[src/sv/wodf_pkg.sv]
// Shared types, widths and field offsets for the wheel odometry direction filter.
// Depends on nothing; every other file of the block imports it.
package wodf_pkg;

   localparam int COUNT_WIDTH  = 16;
   localparam int BYTE_WIDTH   = 8;
   localparam int TOTAL_WIDTH  = 32;
   localparam int SSPEED_WIDTH = BYTE_WIDTH + 1;
   localparam int CFG_WIDTH    = 16;
   localparam logic [CFG_WIDTH-1:0] CFG_RESET = CFG_WIDTH'(300);

   // Width used when the counter is compared against the glitch limit.
   localparam int CMP_WIDTH = (COUNT_WIDTH > CFG_WIDTH) ? COUNT_WIDTH : CFG_WIDTH;

   // Direction byte: left wheel in bits 7:6, right wheel in bits 5:4.
   localparam int DIR_LEFT_LSB  = 6;
   localparam int DIR_RIGHT_LSB = 4;

   // Request tdata layout, lowest bits first.
   localparam int REQ_DIR_LSB    = 0;
   localparam int REQ_LSPEED_LSB = REQ_DIR_LSB + BYTE_WIDTH;
   localparam int REQ_RSPEED_LSB = REQ_LSPEED_LSB + BYTE_WIDTH;
   localparam int REQ_LCOUNT_LSB = REQ_RSPEED_LSB + BYTE_WIDTH;
   localparam int REQ_RCOUNT_LSB = REQ_LCOUNT_LSB + COUNT_WIDTH;
   localparam int REQ_FIELDS     = REQ_RCOUNT_LSB + COUNT_WIDTH;
   localparam int REQ_DATA_WIDTH = ((REQ_FIELDS + 7) / 8) * 8;

   // Response tdata layout, lowest bits first.
   localparam int RSP_FIELDS     = 4 * TOTAL_WIDTH + 2 * SSPEED_WIDTH;
   localparam int RSP_DATA_WIDTH = ((RSP_FIELDS + 7) / 8) * 8;

   // Two's complement direction codes: stop, forward (+1), reverse (-1).
   typedef enum logic [1:0] {
      DIR_STOP = 2'b00,
      DIR_FWD  = 2'b01,
      DIR_REV  = 2'b11
   } dir_type;

   typedef struct packed {
      logic signed [TOTAL_WIDTH-1:0]  signed_total;
      logic        [TOTAL_WIDTH-1:0]  abs_total;
      logic signed [SSPEED_WIDTH-1:0] signed_speed;
   } lane_result_type;

   function automatic dir_type decode_dir(input logic [1:0] pair);
      dir_type d;
      if (pair == 2'b11) begin
         d = DIR_FWD;
      end else if (pair[1]) begin
         d = DIR_REV;
      end else begin
         d = DIR_STOP;
      end
      return d;
   endfunction

   function automatic dir_type negate_dir(input dir_type d);
      dir_type n;
      unique case (d)
         DIR_FWD: n = DIR_REV;
         DIR_REV: n = DIR_FWD;
         default: n = DIR_STOP;
      endcase
      return n;
   endfunction

endpackage

[src/sv/wodf_lane.sv]
// One wheel lane: direction filter, tick magnitude, running totals and signed speed.
// Depends on wodf_pkg.
module wodf_lane
   import wodf_pkg::*;
(
   input  logic                   clock,
   input  logic                   reset,
   input  logic                   enable,
   input  logic [1:0]             dir_pair,
   input  logic [BYTE_WIDTH-1:0]  speed,
   input  logic [COUNT_WIDTH-1:0] count,
   input  logic [CFG_WIDTH-1:0]   max_ticks,
   output lane_result_type        result
);

   logic [COUNT_WIDTH-1:0] prev_count_ff, prev_count_in;
   dir_type                conf_dir_ff, conf_dir_in;
   logic                   pending_ff, pending_in;
   logic [TOTAL_WIDTH-1:0] abs_ff, abs_in;
   logic [TOTAL_WIDTH-1:0] signed_ff, signed_in;

   dir_type                reported;
   logic                   is_reset;
   logic [COUNT_WIDTH-1:0] mag;
   logic [SSPEED_WIDTH-1:0] speed_ext;
   logic [SSPEED_WIDTH-1:0] speed_val;

   always_comb begin
      reported   = decode_dir(dir_pair);
      is_reset   = count < prev_count_ff;
      conf_dir_in = conf_dir_ff;
      pending_in  = pending_ff;

      if (reported != DIR_STOP && (speed != '0 || conf_dir_ff == DIR_STOP)) begin
         conf_dir_in = reported;
         pending_in  = 1'b0;
      end else if (reported == negate_dir(conf_dir_ff)) begin
         // Unconfirmed reversal: the second counter reset adopts it.
         if (is_reset) begin
            if (pending_ff) begin
               conf_dir_in = reported;
               pending_in  = 1'b0;
            end else begin
               pending_in  = 1'b1;
            end
         end
      end else begin
         pending_in = 1'b0;
      end

      mag = '0;
      if (reported != DIR_STOP) begin
         if (!is_reset) begin
            mag = count - prev_count_ff;
         end else if (CMP_WIDTH'(count) <= CMP_WIDTH'(max_ticks)) begin
            mag = count;
         end
      end

      prev_count_in = count;
      abs_in        = abs_ff + TOTAL_WIDTH'(mag);
      case (conf_dir_in)
         DIR_FWD: signed_in = signed_ff + TOTAL_WIDTH'(mag);
         DIR_REV: signed_in = signed_ff - TOTAL_WIDTH'(mag);
         default: signed_in = signed_ff;
      endcase

      speed_ext = SSPEED_WIDTH'(speed);
      case (conf_dir_in)
         DIR_FWD: speed_val = speed_ext;
         DIR_REV: speed_val = '0 - speed_ext;
         default: speed_val = '0;
      endcase
   end

   always_ff @(posedge clock) begin
      if (reset) begin
         prev_count_ff <= '0;
         conf_dir_ff   <= DIR_STOP;
         pending_ff    <= 1'b0;
         abs_ff        <= '0;
         signed_ff     <= '0;
      end else if (enable) begin
         prev_count_ff <= prev_count_in;
         conf_dir_ff   <= conf_dir_in;
         pending_ff    <= pending_in;
         abs_ff        <= abs_in;
         signed_ff     <= signed_in;
      end
   end

   assign result.signed_total = signed_in;
   assign result.abs_total    = abs_in;
   assign result.signed_speed = speed_val;

endmodule

[src/sv/wodf_merge.sv]
// Merging stage: packs both lane results into the response register.
// Depends on wodf_pkg.
module wodf_merge
   import wodf_pkg::*;
(
   input  logic                      clock,
   input  logic                      reset,
   input  logic                      load,
   input  lane_result_type           left,
   input  lane_result_type           right,
   output logic                      room,
   output logic                      rsp_tvalid,
   input  logic                      rsp_tready,
   output logic [RSP_DATA_WIDTH-1:0] rsp_tdata
);

   logic                      valid_ff, valid_in;
   logic [RSP_DATA_WIDTH-1:0] data_ff, data_in;

   // The register can take a new transaction when empty or drained this cycle.
   assign room = !valid_ff || rsp_tready;

   always_comb begin
      valid_in = valid_ff;
      if (room) begin
         valid_in = load;
      end
      data_in = RSP_DATA_WIDTH'({right.signed_speed, left.signed_speed,
                                 right.abs_total, left.abs_total,
                                 right.signed_total, left.signed_total});
   end

   always_ff @(posedge clock) begin
      if (reset) begin
         valid_ff <= 1'b0;
      end else begin
         valid_ff <= valid_in;
      end
   end

   always_ff @(posedge clock) begin
      if (room && load) begin
         data_ff <= data_in;
      end
   end

   assign rsp_tvalid = valid_ff;
   assign rsp_tdata  = data_ff;

endmodule

[src/sv/wheel_odometry_direction_filter.sv]
// Top level of the wheel odometry direction filter: two wheel lanes and the merge stage.
// Depends on wodf_pkg, wodf_lane and wodf_merge.
//
//   channel | direction | handshake            | content
//   --------+-----------+----------------------+----------------------------------
//   req     | in        | tvalid/tready        | one status frame, tuser = valid
//   rsp     | out       | tvalid/tready        | totals and signed speeds
//   csr     | in        | we, no ready         | max_ticks_per_frame
//
// One transaction is taken per clock cycle while the response register has room. For a
// valid frame both lanes update their state in the cycle of acceptance and the result
// appears in the response register on the next cycle; invalid frames change neither.
// The rate rests on the combinational state update of each lane (compare, subtract
// and a 32-bit add). Reset is synchronous and active high; it clears all wheel state
// and loads the glitch limit with 300. A stalled response holds its data, and the
// request side keeps flowing whenever the response register is empty or is being
// drained in the same cycle.
module wheel_odometry_direction_filter
   import wodf_pkg::*;
(
   input  logic                      clock,
   input  logic                      reset,
   input  logic                      req_tvalid,
   output logic                      req_tready,
   // Fields from bit 0: direction_byte, left speed byte, right speed byte, left_count,
   // right_count.
   input  logic [REQ_DATA_WIDTH-1:0] req_tdata,
   // Fields from bit 0: frame_valid.
   input  logic                      req_tuser,
   output logic                      rsp_tvalid,
   input  logic                      rsp_tready,
   // Fields from bit 0: left_signed_total, right_signed_total, left_abs_total,
   // right_abs_total, left_signed_speed, right_signed_speed, zero fill.
   output logic [RSP_DATA_WIDTH-1:0] rsp_tdata,
   input  logic                      csr_we,
   input  logic [CFG_WIDTH-1:0]      csr_wdata
);

   logic [CFG_WIDTH-1:0] max_ticks_ff;
   logic                 room;
   logic                 lane_enable;
   lane_result_type      left_result;
   lane_result_type      right_result;
   logic [BYTE_WIDTH-1:0] dir_byte;

   // The glitch limit register; the user must write it only while the block is idle, which the block does not enforce.
   always_ff @(posedge clock) begin
      if (reset) begin
         max_ticks_ff <= CFG_RESET;
      end else if (csr_we) begin
         max_ticks_ff <= csr_wdata;
      end
   end

   assign req_tready = room;

   // Frames that failed their checks are accepted and dropped without touching state.
   assign lane_enable = req_tvalid && room && req_tuser;
   assign dir_byte    = req_tdata[REQ_DIR_LSB +: BYTE_WIDTH];

   wodf_lane u_left (
      .clock     (clock),
      .reset     (reset),
      .enable    (lane_enable),
      .dir_pair  (dir_byte[DIR_LEFT_LSB +: 2]),
      .speed     (req_tdata[REQ_LSPEED_LSB +: BYTE_WIDTH]),
      .count     (req_tdata[REQ_LCOUNT_LSB +: COUNT_WIDTH]),
      .max_ticks (max_ticks_ff),
      .result    (left_result)
   );

   wodf_lane u_right (
      .clock     (clock),
      .reset     (reset),
      .enable    (lane_enable),
      .dir_pair  (dir_byte[DIR_RIGHT_LSB +: 2]),
      .speed     (req_tdata[REQ_RSPEED_LSB +: BYTE_WIDTH]),
      .count     (req_tdata[REQ_RCOUNT_LSB +: COUNT_WIDTH]),
      .max_ticks (max_ticks_ff),
      .result    (right_result)
   );

   // The merge stage registers both lane results as one response transaction.
   wodf_merge u_merge (
      .clock      (clock),
      .reset      (reset),
      .load       (lane_enable),
      .left       (left_result),
      .right      (right_result),
      .room       (room),
      .rsp_tvalid (rsp_tvalid),
      .rsp_tready (rsp_tready),
      .rsp_tdata  (rsp_tdata)
   );

endmodule

[config.mk]
export PLATFORM = sky130hd
export DESIGN_NAME = wheel_odometry_direction_filter
export DESIGN_NICKNAME = d
export VERILOG_FILES = /design/src/sv/wodf_pkg.sv /design/src/sv/wodf_lane.sv /design/src/sv/wodf_merge.sv /design/src/sv/wheel_odometry_direction_filter.sv
export SDC_FILE = /design/constraint.sdc
export NUM_CORES = 1
export LEC_CHECK = 0
export BUFFER_PORTS_ARGS = -buffer_cell sky130_fd_sc_hd__buf_2
export CORE_MARGIN = 3
export CORE_UTILIZATION = 55
export DETAILED_ROUTE_END_ITERATION = 16
export MAX_ROUTING_LAYER = met4
export PLACE_DENSITY = 0.78
export SLEW_MARGIN = 25
export SYNTH_ARGS = -nofsm -noshare
export SYNTH_HDL_FRONTEND = slang
export SYNTH_HIERARCHICAL = 1
export SYNTH_SLANG_ARGS = --single-unit
export TNS_END_PERCENT = 1
[constraint.sdc]
create_clock -name clock -period 15.35 [get_ports clock]
set_clock_uncertainty 0.1 [all_clocks]
set_input_delay 0.7675 -clock clock [delete_from_list [all_inputs] [get_ports clock]]
set_output_delay 0.7675 -clock clock [all_outputs]
set_load 0.005 [all_outputs]
==> qor.csv <==
stage;metric;value;unit
outcome;status;complete, no violations;
logic_synthesis;yosys.area.top_type;edfxtp_1;
timing;rsz0062_at_grt;no;
logic_synthesis;ys_seq_elements;329;
placed_design;dp_hpwl;42.74;mm
logic_synthesis;synth_top_area_share;19.86;%
worst_setup_path;worst_r2r_path_depth;25;
floorplan;initial_core_util;56.33;%
clocking;clock-sinks;329;
pwr;p_per_area;106.3;mW/mm^2
logic_synthesis;yosysMostFrequentCell;nand2_1;
hold_path;hold_depth;2;
timing;whs;0.3286;ns
timing;hold_violations;0;
worst_setup_path;crit_path_start_kind;input port;
flow_run;maxCapViolCount;0;
global_route;grt_pass1_wl;94.11;mm
drt;route.detailed.drc;0;
clocking;cts_buffer_depth;3;
drt;ant_nets;0;
timing;post-route-min-period;7.320;ns
hold_path;hold_class;in2reg;
worst_setup_path;cp_max_fo;11;
placed_design;port_buffers;221;
logic_synthesis;synthesis.area;0.02208;sq mm
timing;setup_ws;8.030;ns
placed_design;post-place-ws;7.683;ns
drt;first_pass_iters;5;
timing;fin_setup_tns;0;ns
logic_synthesis;syn_avg_cell_area;8.736;sq um
logic_synthesis;synthTopCellsByArea;edfxtp_1 20%, dfxtp_1 17%, ha_1 9.3%;
hold_path;hp-start;csr_wdata[3];
drt;drtIter0Drc;1440;
drt;wire_per_inst;18.13;um
clocking;post_cts_buffers;0;
timing;fmax;136.6;MHz
pwr;p_leak;10.55;nW
worst_setup_path;critPathLaunch;req_tdata[24];
clocking;cts-root-buf;clkbuf_16;
clocking;insertion_delay;0.56;ns
cells_and_area;fin_nets;2948;
cells_and_area;drive_above_1_share;13.38;%
floorplan;die-area;0.04258;sq mm
clocking;hold_buffers;0;
placed_design;gp_congestion;0.9815;
worst_setup_path;r2r_start;u_left/prev_count_ff[9];
logic_synthesis;synth-async-reset-ratio;0;%
logic_synthesis;seq_area_frac_synth;36.45;%
timing;slew_violations;0;
global_route;grt_pass1_vias;18338;
worst_setup_path;cp.required;15.53;ns
placed_design;dp.cells;3178;
drt;routed_wl;58.87;mm
logic_synthesis;synth-edff-count;146;
timing;setup_violations;0;
global_route;antenna_found_initial;2;
drt;dr_total_vias;19297;
clocking;path_clk_slew;0.05;ns
clocking;cts-resized-gates;0;
drt;via_per_inst;5.941;
timing;period_share;47.69;%
clocking;cts_tree;built;
floorplan;rows;72;
timing;tightestPinTransition;0.9716;ns
cells_and_area;area_growth;11.78;%
global_route;gr-usage-all-layers;27.97;%
logic_synthesis;ys.warnings.count;6;
worst_setup_path;crit_type;in2reg;
cells_and_area;final_cell_count_no_fill;3248;
logic_synthesis;synthTopCellsByCount;319 x nand2_1, 274 x nor2_1, 183 x dfxtp_1;
clocking;cts-buffers-inserted;36;
worst_setup_path;critPathCaptureType;flip-flop;
floorplan;core_area;0.03919;sq mm
floorplan;die_h;206.3;um
global_route;grt_overflow;0;
floorplan;io_pins;232;
clocking;h-tree-depth;2;
logic_synthesis;syn_inst;2527;
floorplan;die_w;206.3;um
timing;relSlewSlack;35.23;%
logic_synthesis;synth.distinct_cells;109;
global_route;grt_max_degree;83;
worst_setup_path;worstPathArrival;7.50;ns
pwr;worst_ir_drop_vdd;0.08530;mV
logic_synthesis;synthFlopType;dfxtp_1;
==> metrics by stage <==
stage	power (mW)	instance area (sq um)	utilization [%]
floorplan	1.575	22090	-
global placement	1.750	23470	59.90
detailed placement	1.773	23470	59.90
CTS	2.631	24610	62.81
global route	2.763	24670	62.97
finish	2.624	24680	62.97
==> where the power goes <==
part / internal, mW / switching [mW]
Sequential: 0.985 / 0.0268
Clock: 0.488 / 0.363
Combinational: 0.288 / 0.474
==> critical path, stage by stage <==
cell and delay [ns]:
buf_2 0.15, inv_1 0.11, ha_1 0.23, fa_1 0.39, nand2b_1 0.21, a21oi_2 0.27, o31ai_2 0.14, a21boi_4 0.35
nor4_2 0.16, nand2_1 0.11, o21ai_0 0.23, inv_1 0.12, ha_1 0.18, and3b_1 0.22, nand4_1 0.71, o31ai_1 0.55
xnor2_1 0.13, ha_1 0.39, a21oi_1 0.19, o21ai_0 0.16, a31o_2 0.26, a41o_1 0.29, a41oi_1 0.31, o21ai_0 0.24
a311oi_1 0.37, xor2_1 0.16, o21ai_0 0.08
==> kinds of logic after synthesis <==
family                     synth area share (%)
and+or+nand+nor                           18.97
AOI/OAI and AO/OA                         18.62
DFF                                       36.45
buffers and inverters                     4.789
xor gates and xnor gates                  7.379
adders and majority gates                 9.839
muxes                                     3.933
other                                   0.01699
==> routing by layer <==
metal,routed length (um),track usage (%),up-vias
li1,-,-,9384
met1,26520,37.27,9123
met2,27070,44.89,688
met3,3987,4.394,102
met4,1294,7.103,0
met5,0,-,-
==> placed cells by master (no fill, tap or decap), types with 46 or more instances in the layout <==
cell type and instances:
edfxtp_1 146, xnor2_1 119, nor2_1 272, buf_2 220
nor3_1 47, o21ai_0 90, dfxtp_1 183, nand2_1 319
xor2_1 67, a21o_1 50, a21oi_1 179, mux2i_1 80
ha_1 164, inv_1 140, nand3_1 46
==> worst paths after layout <==
kind	end	slack (ns)
setup reg to reg	u_merge/rsp_tdata[25]	8.22
hold / removal	max_ticks_ff[3]	0.33
hold reg to reg	u_left/signed_ff[15]	0.38
setup / recovery	u_merge/rsp_tdata[25]	8.03
==> layout make-up <==
type	instances	area (sq um)
Antenna cell	3	7.507
Clock buffer	47	983.4
Clock inverter	18	157.7
Fill cell	3356	14510
Inverter	142	533.0
Multi-Input combinational cell	1951	13010
Sequential cell	329	8048
Tap cell	518	648.1
Timing Repair Buffer	240	1295
==> registers in the layout (all words and copies together), names as in the netlist, 16 cells and up <==
| register | cells |
|---|---|
| u_left/signed_ff | 32 |
| u_right/prev_count_ff | 16 |
| max_ticks_ff | 16 |
| u_left/abs_ff | 32 |
| u_merge/rsp_tdata | 146 |
| u_right/abs_ff | 32 |
| u_right/signed_ff | 32 |
| u_left/prev_count_ff | 16 |
(Power assumes the default switching activity.)
